[src/design/ftc_pkg.sv]
// Shared types and constants of the floor texel coordinate block.
// Depends on nothing; every other file of the block but ftc_div imports it.
package ftc_pkg;

    localparam int COL_W   = 12;
    localparam int ROW_W   = 12;
    localparam int WEND_W  = 13;
    localparam int POS_W   = 22;
    localparam int DIST_W  = 24;
    localparam int DEN_W   = 12;
    localparam int TEX_W   = 6;
    localparam int CEIL_W  = 13;
    localparam int W_W     = 17;

    localparam int SCREEN_HEIGHT_DEF = 512;

    localparam logic [W_W-1:0]    ONE_Q16  = 17'h10000;
    localparam logic [DIST_W-1:0] DIST_MAX = 24'hFFFFFF;

    // Classified pixel as it leaves the front stage.
    typedef struct packed {
        logic               vld;
        logic               hz;
        logic [COL_W-1:0]   column;
        logic [ROW_W-1:0]   row;
        logic [DEN_W-1:0]   den;
        logic [POS_W-1:0]   px;
        logic [POS_W-1:0]   py;
        logic [POS_W-1:0]   wx;
        logic [POS_W-1:0]   wy;
        logic [DIST_W-1:0]  wd;
    } t_item;

endpackage

[src/design/ftc_front.sv]
// Front stage: accepts pixels and classifies them (span check, horizon, divisor).
// Depends on ftc_pkg.
module ftc_front #(
    parameter int SCREEN_HEIGHT = ftc_pkg::SCREEN_HEIGHT_DEF
) (
    input  logic                        i_clk,
    input  logic                        i_rst_n,
    input  logic                        push,
    output logic                        full,
    input  logic [ftc_pkg::COL_W-1:0]   i_column,
    input  logic [ftc_pkg::ROW_W-1:0]   i_row,
    input  logic [ftc_pkg::WEND_W-1:0]  i_wall_end_row,
    input  logic [ftc_pkg::POS_W-1:0]   i_player_x,
    input  logic [ftc_pkg::POS_W-1:0]   i_player_y,
    input  logic [ftc_pkg::POS_W-1:0]   i_wall_floor_x,
    input  logic [ftc_pkg::POS_W-1:0]   i_wall_floor_y,
    input  logic [ftc_pkg::DIST_W-1:0]  i_wall_distance,
    input  logic                        i_q_full,
    output logic                        o_q_push,
    output ftc_pkg::t_item              o_item
);
    import ftc_pkg::*;

    localparam logic [ROW_W:0] H = (ROW_W+1)'(SCREEN_HEIGHT);

    logic         r_valid, n_valid;
    t_item        r_item,  n_item;
    logic         accept;
    logic [ROW_W:0]   twice;
    logic [ROW_W+1:0] d;

    assign full     = r_valid && i_q_full;
    assign accept   = push && !full;
    assign o_q_push = r_valid && !i_q_full;
    assign o_item   = r_item;

    always_comb begin
        twice  = {i_row, 1'b0};
        d      = {1'b0, twice} - {1'b0, H};
        n_item.vld    = !i_wall_end_row[WEND_W-1]
                        && (i_row > i_wall_end_row[ROW_W-1:0])
                        && ({1'b0, i_row} < H);
        n_item.hz     = (twice <= H);
        n_item.column = i_column;
        n_item.row    = i_row;
        n_item.den    = n_item.hz ? DEN_W'(1) : d[DEN_W-1:0];
        n_item.px     = i_player_x;
        n_item.py     = i_player_y;
        n_item.wx     = i_wall_floor_x;
        n_item.wy     = i_wall_floor_y;
        n_item.wd     = i_wall_distance;
        n_valid = accept ? 1'b1 : (o_q_push ? 1'b0 : r_valid);
    end

    always_ff @(posedge i_clk) begin
        if (!i_rst_n) begin
            r_valid <= 1'b0;
        end else begin
            r_valid <= n_valid;
        end
    end

    always_ff @(posedge i_clk) begin
        if (accept) begin
            r_item <= n_item;
        end
    end

endmodule

[config.mk]
export PLATFORM = sky130hd
export DESIGN_NAME = ftc_front
export DESIGN_NICKNAME = d
export VERILOG_FILES = /design/src/design/ftc_pkg.sv /design/src/design/ftc_front.sv
export SDC_FILE = /design/constraint.sdc
export NUM_CORES = 1
export LEC_CHECK = 0
export ABC_AREA = 0
export BUFFER_PORTS_ARGS = -buffer_cell sky130_fd_sc_hd__buf_2
export CAP_MARGIN = 20
export CORE_MARGIN = 1
export CORE_UTILIZATION = 29
export CTS_CLUSTER_SIZE = 25
export DETAILED_ROUTE_END_ITERATION = 8
export SLEW_MARGIN = 20
export SYNTH_ARGS = -nofsm -noshare
export SYNTH_HDL_FRONTEND = slang
export SYNTH_SLANG_ARGS = --single-unit
[constraint.sdc]
create_clock -name i_clk -period 26.9 [get_ports i_clk]
set_clock_uncertainty 0.15 [all_clocks]
set_input_delay 5.38 -clock i_clk [delete_from_list [all_inputs] [get_ports i_clk]]
set_output_delay 5.38 -clock i_clk [all_outputs]
set_load 0.01 [all_outputs]
==> flow_metrics.tcl <==
set metrics [dict create \
    powerDensity_nw_per_um2 75.2 \
    clk_path_buf_depth 2 \
    viasPerCell 4.14 \
    ys_warn_count 0 \
    dr.pass1.iters 4 \
    fin_nets 711 \
    hpwl_um 9450 \
    final.min_clock_period_ns 11.36 \
    vdd_drop_max_uv 40.1 \
    drtIter0Drc 95 \
    ys_async_sr_fraction_pct 0 \
    worst_slew_pin_slew_ns 1.02 \
    synth_fp_nets 387 \
    grt-ovfl-total 0 \
    slew_violations 0 \
    critPathMaxFanout 3 \
    reg2regPathDepth 4 \
    seqPwrFrac_pct 50.0 \
    r2r-end "o_item[109]" \
    clockPowerShare_pct 42.0 \
    slew_headroom_pct 32.3 \
    synth.most_common_cell "edfxtp_1" \
    synthesis.area_um2 5000 \
    die-height_um 133 \
    gp_congestion 0.820 \
    dr_total_vias 3221 \
    initial_core_util_pct 30.0 \
    postSynthCellCount 220 \
    min_from "r_valid" \
    finalInstanceArea_um2 7410 \
    cts_resized 0 \
    ys.flop_type "edfxtp_1" \
    regToRegSetupSlack_ns 24.09 \
    reg2reg_from "r_valid" \
    coreArea_um2 16700 \
    status "complete, no violations" \
    seq_area_frac_synth_pct 90.4 \
    cts_tree "built" \
    p_leak_nw 3.24 \
    grt_usage_pct 13.8 \
    avgSynthCellArea_um2 22.7 \
    wl_per_cell_um 15.8 \
    grt_pass1_wl_um 17900 \
    switching_share_pct 22.2 \
    cts_buffers 17 \
    ant_nets 0 \
    synth_area_leaders "edfxtp_1, ha_1, inv_1" \
    critPathKind "in -> out" \
    cp-start-kind "input pin" \
    io_pins 305 \
    clkSinkCount 151 \
    end_kind "primary output" \
    post-route-period-util_pct 42.2 \
    synth-edff-count 150 \
    max_cap_violations 0 \
    grt_pass1_vias 3223 \
    rsz0062_at_grt "false" \
    clk_pin_slew_ns 0.06 \
    port_buffers 304 \
    dieWidth_um 133 \
    placementRows 47 \
    dieArea_um2 17800 \
    min_to "r_valid" \
    hold_buffers 0 \
    cts_setup_buffers 0 \
    finalSetupTns_ns 0 \
    setup_viol 0 \
    holdPathStages 2 \
    grt_max_degree 85 \
    root_buffer "clkbuf_16" \
    synth_seq_cells 151 \
    switching_power_mw 0.124 \
    synth_top_area_share_pct 90.0 \
    drive_above_1_share_pct 60.9 \
    routed_wirelength_um 12300 \
    worstSkewPairLatency_ns 0.41 \
    grt_antenna_before_repair 2 \
    placed_area_um2 6820 \
    synth_common_cells "edfxtp_1, inv_1, ha_1" \
    htree_levels 4 \
    synth_cell_types 24 \
    holdCritPathClass "reg -> reg" \
    combPwrFrac_pct 8.0 \
    drc 0 \
    fmax_mhz 88.0 \
    hold_viol 0 \
    syn2layout_area_growth_pct 48.1 \
    synth_area_leader_cell "edfxtp_1" \
    cp.required_ns 21.37 \
    cp.arrival_ns 5.83 \
    internal_power_mw 0.433 \
]
## power by group through the flow
stage	sequential [mW]	combinational, mW	clock [mW]
final	0.279	0.0445	0.234
after CTS	0.279	0.0454	0.242
after global routing	0.280	0.0484	0.251
after global placement	0.284	0.0445	0
after detailed placement	0.284	0.0453	0
after floorplan	0.295	0.00873	0
## critical path, stage by stage
cell and delay [ns]:
buf_2 0.10, and2_1 0.19, buf_2 0.16
## worst max path at each step
stage,cells past startpoint,start,endpoint
after floorplan,2,i_q_full,o_item[0]
after global routing,3,i_q_full,full
after global placement,3,i_q_full,full
after CTS,3,i_q_full,full
after detailed placement,3,i_q_full,full
final,3,i_q_full,full
## through the flow
stage | power (mW) | setup WS (ns) | util (%) | std cells | hold WS [ns]
2_1_floorplan | 0.303 | 13.87 | - | 220 | 0.481
3_3_place_gp | 0.328 | 15.54 | 40.8 | 745 | 0.491
3_5_place_dp | 0.329 | 15.54 | 40.8 | 745 | 0.511
4_1_cts | 0.566 | 15.54 | 44.4 | 777 | 0.528
5_1_grt | 0.579 | 15.51 | 44.4 | 778 | 0.563
6_report | 0.557 | 15.54 | 44.4 | 778 | 0.530
## layer usage
| layer | up-vias | global-route usage [%] | wire length [um] |
|---|---|---|---|
| li1 | 1509 | - | - |
| met1 | 1525 | 16.1 | 4890 |
| met2 | 178 | 23.2 | 6220 |
| met3 | 9 | 5.18 | 1060 |
| met4 | 0 | 5.11 | 124 |
| met5 | - | 0 | 0 |
## final cells by class
type / count / area, um^2
sequential: 151 / 4520
multi-input combinational: 52 / 422
inverter: 16 / 60.1
clock inverter: 15 / 164
clock buffer: 17 / 425
timing repair buffer: 306 / 1540
fill: 1525 / 9290
antenna: 1 / 2.50
tap: 220 / 275
## sequential cells by signal, summed over array words and instances, names as in the netlist
register and flops:
o_item 150, r_valid 1
## cell usage in the layout, fill, tap and decap left out, types with 2 or more instances in the layout
cell type / Yosys / final
o21ai_0: 2 / 2
clkbuf_16: 0 / 17
edfxtp_1: 150 / 150
and2_1: 2 / 2
nand4_1: 2 / 2
inv_8: 0 / 2
bufinv_16: 0 / 2
inv_6: 0 / 4
nor2_1: 4 / 4
buf_4: 0 / 2
buf_2: 1 / 304
clkinv_1: 0 / 2
nor4_1: 2 / 2
a21oi_1: 3 / 3
ha_1: 14 / 14
nand3_1: 3 / 3
nor2b_1: 9 / 8
inv_1: 16 / 16
clkinv_4: 0 / 3
## cell families after synthesis
| logic type | after synthesis | share of synthesized area, % |
|---|---|---|
| simple gates | 26 | 3.08 |
| fa+ha+maj | 14 | 3.50 |
| compound gates | 12 | 1.70 |
| buf+inv | 17 | 1.30 |
| flops | 151 | 90.4 |
Power figures use the tool's default switching activity.
