## config.mk

```make
export PLATFORM = sky130hd
export DESIGN_NAME = ftc_queue
export DESIGN_NICKNAME = d
export VERILOG_FILES = /design/src/design/ftc_pkg.sv /design/src/design/ftc_queue.sv
export SDC_FILE = /design/constraint.sdc
export NUM_CORES = 1
export LEC_CHECK = 0
export ABC_CLOCK_PERIOD_IN_PS = 8800
export BUFFER_PORTS_ARGS = -buffer_cell sky130_fd_sc_hd__buf_2
export CORE_MARGIN = 1.5
export CORE_UTILIZATION = 52
export DETAILED_ROUTE_END_ITERATION = 6
export PLACE_DENSITY = 0.79
export SYNTH_ARGS = -nofsm -noshare
export SYNTH_HDL_FRONTEND = slang
export SYNTH_SLANG_ARGS = --single-unit
```

## constraint.sdc

```tcl
create_clock -name i_clk -period 8.8 [get_ports i_clk]
set_clock_uncertainty 0.15 [all_clocks]
set_input_delay 0.44 -clock i_clk [delete_from_list [all_inputs] [get_ports i_clk]]
set_output_delay 0.44 -clock i_clk [all_outputs]
set_load 0.03 [all_outputs]
```

## src/design/ftc_pkg.sv

```systemverilog
// Shared types and constants of the floor texel coordinate block.
// Depends on nothing; every other file of the block but ftc_div imports it.
package ftc_pkg;

    localparam int COL_W   = 12;
    localparam int ROW_W   = 12;
    localparam int WEND_W  = 13;
    localparam int POS_W   = 22;
    localparam int DIST_W  = 24;
    localparam int DEN_W   = 12;
    localparam int TEX_W   = 6;
    localparam int CEIL_W  = 13;
    localparam int W_W     = 17;

    localparam int SCREEN_HEIGHT_DEF = 512;

    localparam logic [W_W-1:0]    ONE_Q16  = 17'h10000;
    localparam logic [DIST_W-1:0] DIST_MAX = 24'hFFFFFF;

    // Classified pixel as it leaves the front stage.
    typedef struct packed {
        logic               vld;
        logic               hz;
        logic [COL_W-1:0]   column;
        logic [ROW_W-1:0]   row;
        logic [DEN_W-1:0]   den;
        logic [POS_W-1:0]   px;
        logic [POS_W-1:0]   py;
        logic [POS_W-1:0]   wx;
        logic [POS_W-1:0]   wy;
        logic [DIST_W-1:0]  wd;
    } t_item;

endpackage

```

## src/design/ftc_queue.sv

```systemverilog
// Two-entry queue between front and back stages.
// Depends on ftc_pkg.
module ftc_queue (
    input  logic            i_clk,
    input  logic            i_rst_n,
    input  logic            i_push,
    input  ftc_pkg::t_item  i_item,
    output logic            o_full,
    input  logic            i_pop,
    output logic            o_nonempty,
    output ftc_pkg::t_item  o_item
);
    import ftc_pkg::*;

    t_item      r_mem [2];
    logic       r_wp, r_rp;
    logic [1:0] r_cnt;
    logic       do_pop;

    assign o_full     = (r_cnt == 2'd2);
    assign o_nonempty = (r_cnt != 2'd0);
    assign o_item     = r_mem[r_rp];
    assign do_pop     = i_pop && o_nonempty;

    always_ff @(posedge i_clk) begin
        if (!i_rst_n) begin
            r_wp  <= 1'b0;
            r_rp  <= 1'b0;
            r_cnt <= 2'd0;
        end else begin
            if (i_push) r_wp <= !r_wp;
            if (do_pop) r_rp <= !r_rp;
            r_cnt <= r_cnt + 2'(i_push) - 2'(do_pop);
        end
    end

    always_ff @(posedge i_clk) begin
        if (i_push) begin
            r_mem[r_wp] <= i_item;
        end
    end

endmodule

```

==> results of run 1 <==
[flip-flops by register name (all words and copies together), names as in the netlist, named ones only]
| signal | cells |
|---|---|
| r_mem | 300 |
| r_cnt | 2 |
| r_rp | 1 |
| r_wp | 1 |
[layout by cell type (no fill, tap or decap), types with 3 or more instances in the layout]
master / instances
mux2_4: 100
clkinv_1: 6
buf_4: 5
clkbuf_16: 29
clkbuf_1: 3
edfxtp_1: 300
clkinv_2: 7
bufinv_16: 3
dlygate4sd3_1: 150
nor2b_1: 3
buf_2: 305
mux2_2: 50
dfxtp_1: 4
[cell usage after synthesis]
| master | number |
|---|---|
| nand2b_1 | 1 |
| ha_1 | 2 |
| buf_6 | 11 |
| mux2_4 | 100 |
| mux2_2 | 50 |
| inv_1 | 2 |
| nand2_1 | 1 |
| xnor3_1 | 1 |
| dfxtp_1 | 5 |
| o21a_1 | 2 |
| mux2i_1 | 2 |
| and2_1 | 2 |
| buf_2 | 5 |
| buf_8 | 1 |
| nor2b_1 | 4 |
| edfxtp_1 | 300 |
| or2_2 | 1 |
[metal layers]
layer  up-vias  GRT usage  routed length [µm]
met5         -          0                   0
met4         0    0.05529                 529
met3        43    0.05060                2045
met2       284     0.3648               12590
met1      3085     0.2238                9105
li1       2894          -                   -
[how the worst max path moves through the flow]
stage | startpoint | endpoint | depth (start not counted)
6_report | flip-flop | o_item[71] | 3
5_1_grt | flip-flop | o_item[71] | 3
4_1_cts | flip-flop | o_item[106] | 3
3_5_place_dp | i_push | r_mem[1][37] | 3
3_3_place_gp | i_push | r_mem[1][28] | 3
2_1_floorplan | i_push | r_mem[0][0] | 1
[per-stage QoR]
stage / total power (W) / worst slack [ns] / util
floorplan: 0.002500 / 1.012 / -
global placement: 0.002692 / 5.811 / 0.6088
detailed placement: 0.002709 / 5.801 / 0.6088
CTS: 0.003948 / 5.328 / 0.7200
global route: 0.004067 / 5.227 / 0.7200
finish: 0.003934 / 5.362 / 0.7200
[cell type report]
class / count / area, µm² / share of cell area
Timing Repair Buffer: 460 / 3065 / 0.1957
Multi-Input combinational cell: 166 / 2211 / 0.1411
Tap cell: 280 / 350.3 / 0.02237
Clock inverter: 20 / 180.2 / 0.01150
Clock buffer: 32 / 737.0 / 0.04705
Inverter: 2 / 7.507 / 0.0004793
Sequential cell: 305 / 9112 / 0.5818
[repair_timing]
action	4_1_cts	5_1_grt
setup endpoints to repair	0	0
hold buffers	150	0
hold endpoints to repair	300	0
[power by group through the flow]
stage	Sequential (W)	Clock, W	Combinational (W)
2_1_floorplan	0.00175	0	0.000755
3_3_place_gp	0.00176	0	0.000929
3_5_place_dp	0.00177	0	0.000940
4_1_cts	0.00174	0.00121	0.000998
5_1_grt	0.00175	0.00127	0.00105
6_report	0.00174	0.00120	0.00100
[cell families (layout without fill, tap and decap cells)]
group,after synthesis,count (layout),share of synthesized area
fa+ha+maj,2,2,0.002179
compound gates,2,2,0.001307
mux,152,152,0.1816
xor+xnor,1,1,0.001961
flops,305,305,0.7934
simple gates,9,9,0.004686
buf+inv,19,514,0.01493
[worst max-delay path, cell delays in order, from the launching register on]
cell and delay [ns]:
dfxtp_4 0.79, buf_4 0.91, mux2_4 0.36, buf_2 0.19
==> qor.yml, run 1 <==
critical_path:
  cp-end-kind: "output port"
  cp.required_ns: 8.21
  rr_startpoint: "r_wp"
  ff2ff_setup_slack_ns: 5.97
  rr_endpoint: "r_mem[1][91]"
  crit_path_max_fanout: 57
  cp.arrival_ns: 2.85
  worstSetupPathType: "reg2out"
  cp-start-kind: "flip-flop"
  r2r.worst_path.cells: 2
detailed_routing:
  drc: 0
  drt_iter0_markers: 268
  firstDrtPassIters: 4
  viasPerCell: 4.985
  wirelength_um: 24270
  vias: 6306
  wire_per_inst_um: 19.19
  antenna_left: 0
timing:
  slew_viol_final: 0
  timing.hold.ws_ns: 0.04997
  hold_viol: 0
  tns_ns: 0
  setup_viol: 0
  tightest_slew_ns: 1.029
  slew_headroom: 0.3143
  finalCritPeriodShare: 0.3907
  max_clock_freq_mhz: 290.8
  finalCriticalPeriod_ns: 3.438
  rsz0062_at_grt: "false"
yosys:
  syn_area_um2: 11480
  yosys.area.top_type_share: 0.7847
  synthCells: 490
  ys_warn_count: 0
  synth.avg_cell_area_um2: 23.43
  synth_largest_area_cell: "edfxtp_1"
  ys_ff_latch: 305
  ys_types: 17
  synthesis.nets: 646
  seq_area_frac_synth: 0.7934
  synthTopCellsByArea: "edfxtp_1, mux2_4, mux2_2, buf_6, dfxtp_1"
power_and_ir_drop:
  power_frac_clock: 0.304
  power.density_nw_per_um2: 251.2
  p_leak_nw: 6.138
  seq_power_share: 0.442
  combPwrFrac: 0.254
  peakVddDrop_uv: 227.6
  switching_share: 0.2877
  internal_power_w: 0.002802
  power.switching_w: 0.001132
final_layout:
  final_layout_size_suffix_gt1_frac: 0.5147
  design_area_um2: 15660
  diodes: 0
  final_cells: 1265
  nets: 1120
  syn_to_final_growth_pct: 36.43
  fillers: 1310
clocking:
  clockBufferDepth: 3
  root_buffer: "clkbuf_16"
  clkTransAtPathRegs_ns: 0.06
  cts_setup_buffers: 0
  clock_latency_ns: 0.52
  htreeDepth: 1
  cts_resized: 0
  cts_tree: "built"
  cts_inserted_buffers: 29
  clock-sinks: 305
placement:
  dp.cells: 1063
  portBuffers: 305
  dpl-instance-area_um2: 13250
  place.gp.congestion: 0.7350
  hpwl_um: 13800
grt:
  gr-total-overflow: 0
  grt_first_pass_wirelength_um: 34240
  antenna_found_initial: 0
  grt_pass1_vias: 6575
  grtUsageTotal: 0.1967
  grt_max_degree: 77
job:
  cap_violations: 0
worst_hold_path:
  min_from: "i_rst_n"
  min_path_type: "in2reg"
  holdPathStages: 2
  min_to: "r_wp"
floorplanning:
  die_x_um: 151.6
  coreArea_um2: 21760
  fp-row-count: 54
  initial_core_util: 0.5277
  io_pins: 306
  dieArea_um2: 22980
  die-height_um: 151.6
status:
  outcome: "finished clean"
No activity file was read; power rests on OpenSTA's default activity.
==> inputs of run 2 (changes only) <==
--- a/config.mk
+++ b/config.mk
@@ -5,12 +5,13 @@
 export SDC_FILE = /design/constraint.sdc
 export NUM_CORES = 1
 export LEC_CHECK = 0
-export ABC_CLOCK_PERIOD_IN_PS = 8800
+export ABC_AREA = 1
+export ABC_CLOCK_PERIOD_IN_PS = 3040
 export BUFFER_PORTS_ARGS = -buffer_cell sky130_fd_sc_hd__buf_2
 export CORE_MARGIN = 1.5
-export CORE_UTILIZATION = 52
+export CORE_UTILIZATION = 47
 export DETAILED_ROUTE_END_ITERATION = 6
-export PLACE_DENSITY = 0.79
+export PLACE_DENSITY = 0.75
 export SYNTH_ARGS = -nofsm -noshare
 export SYNTH_HDL_FRONTEND = slang
 export SYNTH_SLANG_ARGS = --single-unit
==> constraint.sdc (replaced) <==
create_clock -name i_clk -period 3.04 [get_ports i_clk]
set_clock_uncertainty 0.15 [all_clocks]
set_input_delay 0.152 -clock i_clk [delete_from_list [all_inputs] [get_ports i_clk]]
set_output_delay 0.152 -clock i_clk [all_outputs]
set_load 0.03 [all_outputs]
==> run 2 against run 1 <==
Hold slack improved by 0.12 ns. Final cell count increased by 4.8%. Synthesized cell count rose by 2.7%. Critical path type unchanged. Core utilization is 5.0 points lower. Cell area is 1.3% higher. Area after synthesis hardly changed.
==> qor.yml, run 2 <==
yosys:
  synthTopCellsByArea: "edfxtp_1, mux2_4, mux2_2, buf_6, dfxtp_1"
  seq_area_frac_synth: 0.7938  # about the same
  ys_types: 13  # -4
  ys_ff_latch: 305  # unchanged
  syn_area_um2: 11470  # about the same
  synthCells: 503  # +2.7%
  ys_warn_count: 0  # unchanged
  yosys.area.top_type_share: 0.7851  # about the same
  async_flop_share: 0  # unchanged
  synth.avg_cell_area_um2: 22.81  # -2.6%
  synth_most_common_cell: "edfxtp_1"
  synthTopCellsByCount: "edfxtp_1, mux2_4, mux2_2, buf_6, nor2_1"
  ys.flop_type: "edfxtp_1"
  synthesis.nets: 659  # +2.0%
  synth_edf_count: 300  # unchanged
  synth_largest_area_cell: "edfxtp_1"
worst_hold_path:
  holdPathStages: 2  # unchanged
  min_to: "r_mem[1][137]"
  min_path_type: "in2reg"
  min_from: "i_item[137]"
grt:
  grtUsageTotal: 0.1837  # -0.01300
  grtUsageMet2: 0.3297  # -0.03508
  antenna_found_initial: 0  # unchanged
  grt.met1_usage: 0.2204  # -0.003378
  gr-total-overflow: 0  # unchanged
  grt_busiest_layer: "met2"
  grt_first_pass_wirelength_um: 36380  # +6.3%
  met3_usage: 0.04532  # -0.005274
  grt_pass1_vias: 6744  # +2.6%
  grt_max_degree: 77  # unchanged
timing:
  slew_headroom: 0.6828  # +0.3685
  tns_ns: 0  # unchanged
  hold_viol: 0  # unchanged
  setup_viol: 0  # unchanged
  tightest_slew_ns: 0.4759  # -0.5527 ns
  finalCriticalPeriod_ns: 2.532
  rsz0062_at_grt: "false"
  timing.hold.ws_ns: 0.1675  # +0.1176 ns
  max_clock_freq_mhz: 395.0
  slew_viol_final: 0  # unchanged
  finalCritPeriodShare: 0.8328
power_and_ir_drop:
  p_total_w: 0.01142  # +190%
  p_leak_nw: 6.214  # +1.2%
  switching_share: 0.2897  # +0.001979
  power.switching_w: 0.003307  # +190%
  power.density_nw_per_um2: 719.7  # +190%
  seq_power_share: 0.438  # -0.004
  combPwrFrac: 0.253  # about the same
  internal_power_w: 0.008110  # +190%
  peakVddDrop_uv: 597.1  # +160%
  power_frac_clock: 0.309  # +0.005
final_layout:
  nets: 1141  # +1.9%
  regMostFlops: "r_mem"
  final_layout_size_suffix_gt1_frac: 0.5035  # -0.01125
  reg_top3: "r_mem (300), r_cnt (2)"
  final_common_cell: "buf_2"
  diodes: 0  # unchanged
  most-common-layout-cells: "buf_2, edfxtp_1, dlygate4sd3_1, mux2_4, mux2_2"
  fillers: 1555  # +19%
  syn_to_final_growth_pct: 38.25
  final_cells: 1326  # +4.8%
  design_area_um2: 15860  # +1.3%
  largest_reg_flops: 300  # unchanged
clocking:
  clock_latency_ns: 0.55  # +0.03 ns
  htreeDepth: 1  # unchanged
  clkTransAtPathRegs_ns: 0.06  # about the same
  clockBufferDepth: 3  # unchanged
  root_buffer: "clkbuf_16"
  clock-sinks: 305  # unchanged
  cts_inserted_buffers: 31  # +6.9%
  cts_setup_buffers: 0  # unchanged
  cts_tree: "built"
critical_path:
  crit_path_max_fanout: 27  # -53%
  cp.required_ns: 2.74  # -5.47 ns
  rr_endpoint: "r_cnt[0]"
  rr_startpoint: "r_cnt[1]"
  cp.arrival_ns: 2.23  # -0.62 ns
  cp-start-kind: "flip-flop"
  cp-end-kind: "output port"
  ff2ff_setup_slack_ns: 1.03  # -4.94 ns
  r2r.worst_path.cells: 8  # +6
  worstSetupPathType: "reg2out"
detailed_routing:
  vias: 6368  # +0.98%
  firstDrtPassIters: 4  # unchanged
  drt_iter0_markers: 374  # +40%
  wire_per_inst_um: 18.17  # -5.3%
  antenna_left: 0  # unchanged
  viasPerCell: 4.802  # -3.7%
  wirelength_um: 24090  # -0.76%
  drc: 0  # unchanged
floorplanning:
  dieArea_um2: 25360  # +10%
  die-height_um: 159.3  # +5.1%
  coreArea_um2: 23680  # +8.9%
  initial_core_util: 0.4845  # -0.04320
  fp-row-count: 56  # +3.7%
  io_pins: 306  # unchanged
  die_x_um: 159.3  # +5.1%
placement:
  dp.cells: 1117  # +5.1%
  place.gp.congestion: 0.7250  # -1.4%
  portBuffers: 305  # unchanged
  dpl-instance-area_um2: 13380  # +1.0%
  hpwl_um: 13700  # -0.66%
status:
  outcome: "finished clean"
job:
  cap_violations: 0  # unchanged
run 2: cell count changes after synthesis, moves of 2 or more:
cell / previous run / this run
and2_1: 2 / 0
inv_1: 2 / 8
mux2i_1: 2 / 0
nand2_1: 1 / 8
nand3_1: 0 / 2
nor2_1: 0 / 10
nor2b_1: 4 / 0
o21a_1: 2 / 0
run 2: metrics by stage:
| stage | setup slack (ns) | util |
|---|---|---|
| after floorplan | -0.1294 | - |
| after global placement | 1.090 | 0.5651 |
| after detailed placement | 1.084 | 0.5651 |
| after CTS | 0.4916 | 0.6699 |
| after global routing | 0.4120 | 0.6699 |
| final | 0.5083 | 0.6699 |
run 2: area by class of cell:
type | instances | area [µm²] | share of cell area
Clock buffer | 35 | 790.8 | 0.04985
Clock inverter | 20 | 148.9 | 0.009386
Inverter | 8 | 33.78 | 0.002130
Multi-Input combinational cell | 173 | 2182 | 0.1375
Sequential cell | 305 | 9114 | 0.5745
Tap cell | 319 | 399.1 | 0.02516
Timing Repair Buffer | 466 | 3196 | 0.2014
run 2: cell families after synthesis:
logic type | synth area share
adders and majority gates | 0.002180
DFF | 0.7938
and+or+nand+nor | 0.006761
buffers and inverters | 0.01690
AOI/OAI and AO/OA | 0.0004357
muxes | 0.1799
run 2: worst max-delay path by stage:
stage / end / slack, ns
floorplan: r_mem[1][0] / -0.13
global placement: o_item[15] / 1.09
global route: o_item[15] / 0.41
finish: o_item[15] / 0.51
detailed placement: o_item[15] / 1.08
CTS: o_item[15] / 0.49
run 2: repair_timing:
item                                   in CTS  in global routing
resized for setup                           0                  0
hold buffers                              154                  0
endpoints found under the hold margin     305                  0
run 2: metal layers:
layer  vias to the layer above  share of wire
met5                         -              0
met4                         0          0.025
met3                        46          0.074
met2                       284           0.51
met1                      3084           0.39
li1                       2954              -
run 2: power by group through the flow:
| stage | registers, W | logic [W] | clock network [W] |
|---|---|---|---|
| 2_1_floorplan | 0.00503 | 0.00212 | 0 |
| 3_3_place_gp | 0.00508 | 0.00268 | 0 |
| 3_5_place_dp | 0.00509 | 0.00270 | 0 |
| 4_1_cts | 0.00500 | 0.00288 | 0.00360 |
| 5_1_grt | 0.00502 | 0.00302 | 0.00375 |
| 6_report | 0.00500 | 0.00289 | 0.00353 |
run 2: critical path, cell delays in order (launching register included):
cell and delay [ns]:
dfxtp_4 0.63, buf_4 0.43, mux2_2 0.40, buf_2 0.19
